[config.mk]
export PLATFORM = sky130hd
export DESIGN_NAME = life_generation_stencil_flat
export DESIGN_NICKNAME = d
export VERILOG_FILES = /design/src/sv/lgs_pkg.sv /design/src/sv/lgs_if.sv /design/src/sv/lgs_cell.sv /design/src/sv/lgs_line.sv /design/src/sv/lgs_window.sv /design/src/sv/life_generation_stencil.sv /design/src/flat_wrapper.sv
export SDC_FILE = /design/constraint.sdc
export NUM_CORES = 1
export LEC_CHECK = 0
export BUFFER_PORTS_ARGS = -buffer_cell sky130_fd_sc_hd__clkbuf_2
export CAP_MARGIN = 20
export CORE_MARGIN = 2
export CORE_UTILIZATION = 40
export DETAILED_ROUTE_END_ITERATION = 8
export MAX_ROUTING_LAYER = met4
export PLACE_DENSITY = 0.53
export SKIP_LAST_GASP = 1
export SYNTH_ARGS = -nofsm -noshare
export SYNTH_HDL_FRONTEND = slang
export SYNTH_HIERARCHICAL = 1
export SYNTH_SLANG_ARGS = --single-unit
[constraint.sdc]
create_clock -name clk -period 4.87 [get_ports clk]
set_input_delay 0.974 -clock clk [delete_from_list [all_inputs] [get_ports clk]]
set_output_delay 0.974 -clock clk [all_outputs]
set_load 0.02 [all_outputs]
[src/sv/lgs_pkg.sv]
package lgs_pkg;

	// largest grid side the line stores are sized for
	localparam int MAX_SIDE = 32;
	localparam int PORT_RESULTS = 33;
	localparam int SIDE_MIN = 3;
	// the side tops out at the smaller of MAX_SIDE and PORT_RESULTS - 2
	localparam int SIDE_MAX = (MAX_SIDE < PORT_RESULTS - 2) ? MAX_SIDE : PORT_RESULTS - 2;

	localparam int GRID_W = 6;
	localparam int SIDE_W = $clog2(SIDE_MAX + 1);
	localparam int LINE_DEPTH = SIDE_MAX + 1;
	localparam logic [GRID_W-1:0] GRID_RESET = GRID_W'(32);

	localparam int COUNT_W = 4;
	localparam logic [COUNT_W-1:0] SURVIVE_COUNT = COUNT_W'(2);
	localparam logic [COUNT_W-1:0] BIRTH_COUNT = COUNT_W'(3);

	typedef struct packed {
		logic step;
		logic clr;
	} lgs_ctl_t;

	typedef struct packed {
		logic top;
		logic mid;
		logic bot;
	} lgs_col_t;

	typedef struct packed {
		logic next_cell;
		logic last_out;
	} lgs_res_t;

	function automatic logic [SIDE_W-1:0] clamp_side(input logic [GRID_W-1:0] w);
		logic [SIDE_W-1:0] s;
		if (w < GRID_W'(SIDE_MIN)) begin
			s = SIDE_W'(SIDE_MIN);
		end else if (w > GRID_W'(SIDE_MAX)) begin
			s = SIDE_W'(SIDE_MAX);
		end else begin
			s = w[SIDE_W-1:0];
		end
		return s;
	endfunction

endpackage

[src/sv/lgs_if.sv]
interface lgs_in_if;
	logic valid;
	logic ready;
	logic cell_value;
	logic frame_end;

	modport source(output valid, cell_value, frame_end, input ready);
	modport sink(input valid, cell_value, frame_end, output ready);
endinterface

interface lgs_out_if;
	logic valid;
	logic ready;
	logic next_cell;
	logic last_out;

	modport source(output valid, next_cell, last_out, input ready);
	modport sink(input valid, next_cell, last_out, output ready);
endinterface

[src/sv/lgs_cell.sv]
module lgs_cell (
	input  logic              clk,
	input  logic              arst_n,
	input  lgs_pkg::lgs_ctl_t ctl,
	input  logic              d,
	output logic              q
);

	logic bit_q;

	always_ff @(posedge clk or negedge arst_n) begin
		if (!arst_n) begin
			bit_q <= 1'b0;
		end else if (ctl.clr) begin
			bit_q <= 1'b0;
		end else if (ctl.step) begin
			bit_q <= d;
		end
	end

	assign q = bit_q;

endmodule

[src/sv/lgs_line.sv]
module lgs_line (
	input  logic                       clk,
	input  logic                       arst_n,
	input  lgs_pkg::lgs_ctl_t          ctl,
	input  logic [lgs_pkg::SIDE_W-1:0] side,
	input  logic                       d,
	output logic                       tap
);

	logic [lgs_pkg::LINE_DEPTH-1:0] chain;

	lgs_cell u_head (
		.clk    (clk),
		.arst_n (arst_n),
		.ctl    (ctl),
		.d      (d),
		.q      (chain[0])
	);

	for (genvar k = 1; k < lgs_pkg::LINE_DEPTH; k++) begin : g_cell
		lgs_cell u_cell (
			.clk    (clk),
			.arst_n (arst_n),
			.ctl    (ctl),
			.d      (chain[k-1]),
			.q      (chain[k])
		);
	end

	// one row is side + 1 steps, so the same column of the previous row sits at index side
	assign tap = chain[side];

endmodule

[src/sv/lgs_window.sv]
module lgs_window (
	input  logic              clk,
	input  logic              arst_n,
	input  lgs_pkg::lgs_ctl_t ctl,
	input  lgs_pkg::lgs_col_t col_new,
	output logic              alive
);

	lgs_pkg::lgs_col_t col1_q;
	lgs_pkg::lgs_col_t col2_q;
	logic [lgs_pkg::COUNT_W-1:0] count;

	always_ff @(posedge clk or negedge arst_n) begin
		if (!arst_n) begin
			col1_q <= '0;
			col2_q <= '0;
		end else if (ctl.clr) begin
			col1_q <= '0;
			col2_q <= '0;
		end else if (ctl.step) begin
			col1_q <= col_new;
			col2_q <= col1_q;
		end
	end

	// centre is the middle of the column one step back, eight around it
	always_comb begin
		count = lgs_pkg::COUNT_W'(col2_q.top) + lgs_pkg::COUNT_W'(col2_q.mid)
			+ lgs_pkg::COUNT_W'(col2_q.bot) + lgs_pkg::COUNT_W'(col1_q.top)
			+ lgs_pkg::COUNT_W'(col1_q.bot) + lgs_pkg::COUNT_W'(col_new.top)
			+ lgs_pkg::COUNT_W'(col_new.mid) + lgs_pkg::COUNT_W'(col_new.bot);
		alive = (count == lgs_pkg::BIRTH_COUNT)
			|| (col1_q.mid && (count == lgs_pkg::SURVIVE_COUNT));
	end

endmodule

[src/sv/life_generation_stencil.sv]
// Life generation stencil, rule B3/S23, on a square grid of side S.
// cur_gen takes current-generation cells in raster order, one beat per cell.
// next_gen gives next-generation cells in raster order, last_out on the
// final cell of the grid. cfg_we/cfg_wdata write the grid side; values
// below 3 act as 3, values above 31 act as 31. A write restarts the frame.
// Each row runs S + 1 steps: S input beats plus one internal step for the
// dead column past the right edge. After the last input beat a row of S + 1
// internal steps drain the bottom row; cur_gen.ready is low in those steps.
// Cell (a,b) is computed on the step of input (a+1,b+1) and written to the
// output buffer feeding next_gen. The window is set by two shift-chain line
// stores of SIDE_MAX + 1 cells each, tapped at S, and an eight-input count.
// Reset clears all stores to dead, sets the side to 31 and waits for cell
// (0,0). A two-beat output buffer decouples the sides: when next_gen stalls,
// the buffer fills and cur_gen.ready drops until a beat is taken.
module life_generation_stencil (
	input  logic                       clk,
	input  logic                       arst_n,
	input  logic                       cfg_we,
	input  logic [lgs_pkg::GRID_W-1:0] cfg_wdata,
	lgs_in_if.sink                     cur_gen,
	lgs_out_if.source                  next_gen
);

	logic [lgs_pkg::SIDE_W-1:0] side_q;
	logic [lgs_pkg::SIDE_W-1:0] col_q;
	logic [lgs_pkg::SIDE_W-1:0] row_q;

	lgs_pkg::lgs_res_t buf_q [2];
	logic              wr_q;
	logic              rd_q;
	logic [1:0]        cnt_q;

	logic              real_step;
	logic              buf_full;
	logic              step_go;
	logic              step_val;
	logic              emit;
	logic              frame_last;
	logic              push;
	logic              pop;
	logic              mid_tap;
	logic              up_tap;
	logic              alive;
	lgs_pkg::lgs_ctl_t ctl;
	lgs_pkg::lgs_col_t col_new;

	assign real_step  = (col_q != side_q) && (row_q != side_q);
	assign buf_full   = (cnt_q == 2'd2);
	assign step_go    = !buf_full && (!real_step || cur_gen.valid);
	assign step_val   = real_step && cur_gen.cell_value;
	assign emit       = (row_q != '0) && (col_q != '0);
	assign frame_last = (row_q == side_q) && (col_q == side_q);

	assign cur_gen.ready = real_step && !buf_full;

	assign ctl.step = step_go;
	assign ctl.clr  = cfg_we || (step_go && frame_last);

	always_ff @(posedge clk or negedge arst_n) begin
		if (!arst_n) begin
			side_q <= lgs_pkg::clamp_side(lgs_pkg::GRID_RESET);
			col_q  <= '0;
			row_q  <= '0;
		end else if (cfg_we) begin
			side_q <= lgs_pkg::clamp_side(cfg_wdata);
			col_q  <= '0;
			row_q  <= '0;
		end else if (step_go) begin
			if (frame_last) begin
				col_q <= '0;
				row_q <= '0;
			end else if (col_q == side_q) begin
				col_q <= '0;
				row_q <= row_q + 1'b1;
			end else begin
				col_q <= col_q + 1'b1;
			end
		end
	end

	lgs_line u_mid_line (
		.clk    (clk),
		.arst_n (arst_n),
		.ctl    (ctl),
		.side   (side_q),
		.d      (step_val),
		.tap    (mid_tap)
	);

	lgs_line u_up_line (
		.clk    (clk),
		.arst_n (arst_n),
		.ctl    (ctl),
		.side   (side_q),
		.d      (mid_tap),
		.tap    (up_tap)
	);

	assign col_new.top = up_tap;
	assign col_new.mid = mid_tap;
	assign col_new.bot = step_val;

	lgs_window u_window (
		.clk     (clk),
		.arst_n  (arst_n),
		.ctl     (ctl),
		.col_new (col_new),
		.alive   (alive)
	);

	// two-beat output buffer
	assign push = step_go && emit;
	assign pop  = next_gen.valid && next_gen.ready;

	always_ff @(posedge clk) begin
		if (push) begin
			buf_q[wr_q].next_cell <= alive;
			buf_q[wr_q].last_out  <= frame_last;
		end
	end

	always_ff @(posedge clk or negedge arst_n) begin
		if (!arst_n) begin
			wr_q  <= 1'b0;
			rd_q  <= 1'b0;
			cnt_q <= 2'd0;
		end else begin
			if (push) begin
				wr_q <= !wr_q;
			end
			if (pop) begin
				rd_q <= !rd_q;
			end
			if (push && !pop) begin
				cnt_q <= cnt_q + 2'd1;
			end else if (!push && pop) begin
				cnt_q <= cnt_q - 2'd1;
			end
		end
	end

	assign next_gen.valid     = (cnt_q != 2'd0);
	assign next_gen.next_cell = buf_q[rd_q].next_cell;
	assign next_gen.last_out  = buf_q[rd_q].last_out;

`ifndef SYNTHESIS
	a_buf_bound: assert property (@(posedge clk) disable iff (!arst_n)
		cnt_q != 2'd3)
		else $error("output buffer count out of range");

	a_last_restarts: assert property (@(posedge clk) disable iff (!arst_n)
		(push && frame_last && !cfg_we) |=> (col_q == '0) && (row_q == '0))
		else $error("frame did not restart after the final result");

	a_cfg_restarts: assert property (@(posedge clk) disable iff (!arst_n)
		cfg_we |=> (col_q == '0) && (row_q == '0))
		else $error("register write did not restart the frame");

	a_no_push_when_full: assert property (@(posedge clk) disable iff (!arst_n)
		buf_full |-> !push)
		else $error("result pushed into a full output buffer");
`endif

endmodule
[src/flat_wrapper.sv]
// flat-port wrapper written by rule: the top's interface ports become plain ports
module life_generation_stencil_flat 
  (clk, arst_n, cfg_we, cfg_wdata, cur_gen_valid, cur_gen_cell_value, cur_gen_frame_end, cur_gen_ready, next_gen_valid, next_gen_next_cell, next_gen_last_out, next_gen_ready);
  lgs_in_if cur_gen_i ();
  lgs_out_if next_gen_i ();
  input  logic clk;
  input  logic arst_n;
  input  logic cfg_we;
  input  logic [lgs_pkg::GRID_W-1:0] cfg_wdata;
  input wire logic [$bits(cur_gen_i.valid)-1:0] cur_gen_valid;
  input wire logic [$bits(cur_gen_i.cell_value)-1:0] cur_gen_cell_value;
  input wire logic [$bits(cur_gen_i.frame_end)-1:0] cur_gen_frame_end;
  output wire logic [$bits(cur_gen_i.ready)-1:0] cur_gen_ready;
  output wire logic [$bits(next_gen_i.valid)-1:0] next_gen_valid;
  output wire logic [$bits(next_gen_i.next_cell)-1:0] next_gen_next_cell;
  output wire logic [$bits(next_gen_i.last_out)-1:0] next_gen_last_out;
  input wire logic [$bits(next_gen_i.ready)-1:0] next_gen_ready;
  assign cur_gen_i.valid = cur_gen_valid;
  assign cur_gen_i.cell_value = cur_gen_cell_value;
  assign cur_gen_i.frame_end = cur_gen_frame_end;
  assign cur_gen_ready = cur_gen_i.ready;
  assign next_gen_valid = next_gen_i.valid;
  assign next_gen_next_cell = next_gen_i.next_cell;
  assign next_gen_last_out = next_gen_i.last_out;
  assign next_gen_i.ready = next_gen_ready;
  life_generation_stencil u_core (.clk(clk), .arst_n(arst_n), .cfg_we(cfg_we), .cfg_wdata(cfg_wdata), .cur_gen(cur_gen_i), .next_gen(next_gen_i));
endmodule
==> summary.txt <==
Run status
  – Status: completed

Timing
  – Min Tclk post-route: 4.516 ns
  – Post-Route Setup TNS: 0 ns
  – Fmax: 0.2214 GHz
  – Period utilization: 92.73%
  – Worst Skew: 0.009075 ns
  – Normalized max-slew margin: 47.29%
  – Worst-Margin Slew: 0.7906 ns
  – Final hold violation count: 0
  – Final Setup Violations: 0
  – RSZ-0062 raised after global routing: false
  – Pins over their slew limit: 0

Synth
  – Ys flop type: dfrtp_1
  – Syn_nets: 478
  – Synthesized area: 0.004955 sq mm
  – Syn Area/Cell: 10.94 sq um
  – EDFF count, synth: 4
  – Flops & latches, synth: 93
  – Synth unique cells: 51
  – Ys Warns: 6
  – Post-synthesis sequential area ratio: 47.50%
  – Mapped Cells: 453
  – Synth top area cells: dfrtp_1, mux2i_1, nor2_1
  – Yosys top cell by area: dfrtp_1
  – Post-synth top area share: 42.42%
  – Synth async-reset ratio: 95.70%

CTS
  – H-tree levels: 3
  – Cts bufs inserted: 9
  – Hold_buf cts: 0
  – Post-CTS sizing: 0
  – Clock sink count: 93
  – Clock Tree Buf Depth: 2
  – Setup bufs post-CTS: 0
  – TritonCTS clock tree: built
  – Clock tree root driver cell: clkbuf_16
  – Clock transition at the registers of the reported paths: 0.06 ns
  – Worst skew pair latency: 0.34 ns

Layout
  – Most common cell after layout, fill and taps aside: mux2i_1
  – Number of fill cells: 1161
  – Layout net count: 503
  – Area growth syn-to-layout: 10.96%
  – Most frequent cells in the layout: mux2i_1, nor2_1, dfrtp_1, inv_1, nand2_1
  – Ant. Diodes: 0
  – Layout cell share with drive strength beyond 1: 10.35%

GRT
  – Initial antenna violation count: 0
  – Total GRT Usage: 16.37%
  – Largest net degree at the start of global routing: 71
  – Vias in the first global route: 3313
  – First-pass GRT wire length: 16420 um
  – GRT overflow: 0

Power
  – P_leak: 2.699 nW
  – VDD IR-drop max: 0.2814 mV
  – Total power draw: 1.992 mW
  – Power per cell area: 362.4 mW/mm^2

Floorplan
  – DIE HEIGHT: 115.3 um
  – Die X: 115.3 um
  – I/O pins: 17
  – Starting Density: 41.08%
  – Die Area: 0.01329 sq mm
  – FP Rows: 40
  – Core box area: 0.01206 sq mm

Routing
  – Drt first pass iters: 4
  – Final routed DRC violation total: 0
  – DR iter-0 viols: 184
  – DR WL/cell: 14.90 um
  – Antenna Nets Post-Route: 0
  – Vias per cell: 5.117
  – Via Count: 3331
  – Total routed wirelength: 9699 um

Worst setup path
  – Worst path slowest cell: dfstp_2
  – Peak per-stage delay on the critical path: 0.65 ns
  – Crit-path most repeated cell: fa_1
  – CP required: 5.03 ns
  – Critical Path AT: 4.67 ns
  – CP endpoint kind: flip-flop
  – Top delay family on crit path: adder cells
  – WP buf/inv: 3
  – Worst path cell trace: buf_12, mux2i_1, a22oi_1, nand3_1, nand2_1, a311o_1, inv_1, fa_1, fa_1, fa_1, inv_1, ha_1, fa_1, o211a_1, a211oi_2
  – Critical path class: reg2reg
  – Crit start category: flip-flop
  – CP Max Fanout: 16

Placement
  – Gpl congestion: 0.8094
  – Detail Placement HPWL: 6401 um
  – PortBufs: 15

Job
  – # Max-Cap Violations: 0

Hold path
  – Hold Path Class: reg2reg
synthesized netlist by cell type, types with 5 or more instances:
cell,count
dfstp_2,5
ha_1,8
mux2i_1,103
inv_1,26
a22oi_1,8
nand3_1,10
a21oi_1,10
xnor2_1,11
nand2_1,18
nor2_1,88
dfrtp_1,84
a211oi_1,7
path summary, 6_finish.rpt:
kind,slack [ns],from,endpoint,cells after the start
setup / recovery,0.35,u_core/side_q[1],u_core/buf_q[1][1],15
hold / removal,0.50,u_core/wr_q,u_core/wr_q,1
setup reg to reg,0.35,u_core/side_q[1],u_core/buf_q[1][1],15
hold reg to reg,0.50,u_core/wr_q,u_core/wr_q,1
max in group asynchronous,3.21,arst_n,u_core/side_q[4],2
min in group asynchronous,0.67,arst_n,u_core/u_mid_line/g_cell[29].u_cell/q,1
sequential cells by signal (all words and copies together) (netlist names):
name                               flops
u_core/u_mid_line/g_cell.u_cell/q     31
u_core/u_up_line/g_cell.u_cell/q      31
u_core/col_q                           5
u_core/row_q                           5
u_core/side_q                          5
u_core/buf_q                           4
u_core/u_window/col1_q                 3
u_core/u_window/col2_q                 3
u_core/cnt_q                           2
u_core/rd_q                            1
u_core/u_mid_line/u_head/q             1
u_core/u_up_line/u_head/q              1
u_core/wr_q                            1
cells by family (layout without fill, tap and decap cells):
kind of cell             count (synthesis)  in the layout  synth area share (%)
AND/OR/NAND/NOR                        141            141                 12.93
multiplexers                           106            106                 21.49
flip-flops                              93             93                 47.50
AO/OA/AOI/OAI                           51             51                 7.905
buffers and inverters                   35             65                 3.889
XOR/XNOR                                15             15                 2.651
adder cells (fa/ha/maj)                 12             12                 3.637
worst reg2reg max path, delay by kind of cell, from the launching register on:
family          cells  cell delay (ns)
compound gates      4             0.92
mux                 1             0.27
buf+inv             3             0.35
simple gates        2             0.15
fa+ha+maj           5             2.00
flops               1             0.65
power breakdown:
group / total (mW) / internal [mW] / switching (mW)
Combinational: 0.478 / 0.210 / 0.268
Sequential: 0.880 / 0.826 / 0.0543
Clock: 0.634 / 0.359 / 0.275
Total: 1.99 / 1.39 / 0.598
per-layer routing:
metal | vias to the layer above | wire (um) | track usage [%] | part of all wire, %
li1 | 1642 | - | - | -
met1 | 1628 | 4951 | 22.00 | 51
met2 | 48 | 4327 | 24.31 | 45
met3 | 13 | 297 | 4.481 | 3.1
met4 | 0 | 123 | 4.819 | 1.3
met5 | - | 0 | - | 0
through the flow:
stage          instances  util, %  area, sq um  hold WS (ns)  worst slack, ns
6_report             651    45.58         5498        0.4961           0.3542
5_1_grt              651    45.58         5498        0.5441           0.1394
4_1_cts              651    45.58         5498        0.4982           0.2796
3_5_place_dp         635    43.39         5234        0.4848           0.2994
3_3_place_gp         635    43.39         5234        0.4827           0.3941
2_1_floorplan        453        -         4955        0.4681           0.7424
layout make-up:
class,instances,area (sq um),area share [%]
Clock inverter,2,10.01,0.1821
Multi-Input combinational cell,325,2409,43.81
Sequential cell,93,2354,42.81
Tap cell,168,210.2,3.823
Timing Repair Buffer,23,162.7,2.959
Inverter,26,98.84,1.798
Clock buffer,14,254.0,4.620
Power figures use the tool's default switching activity.
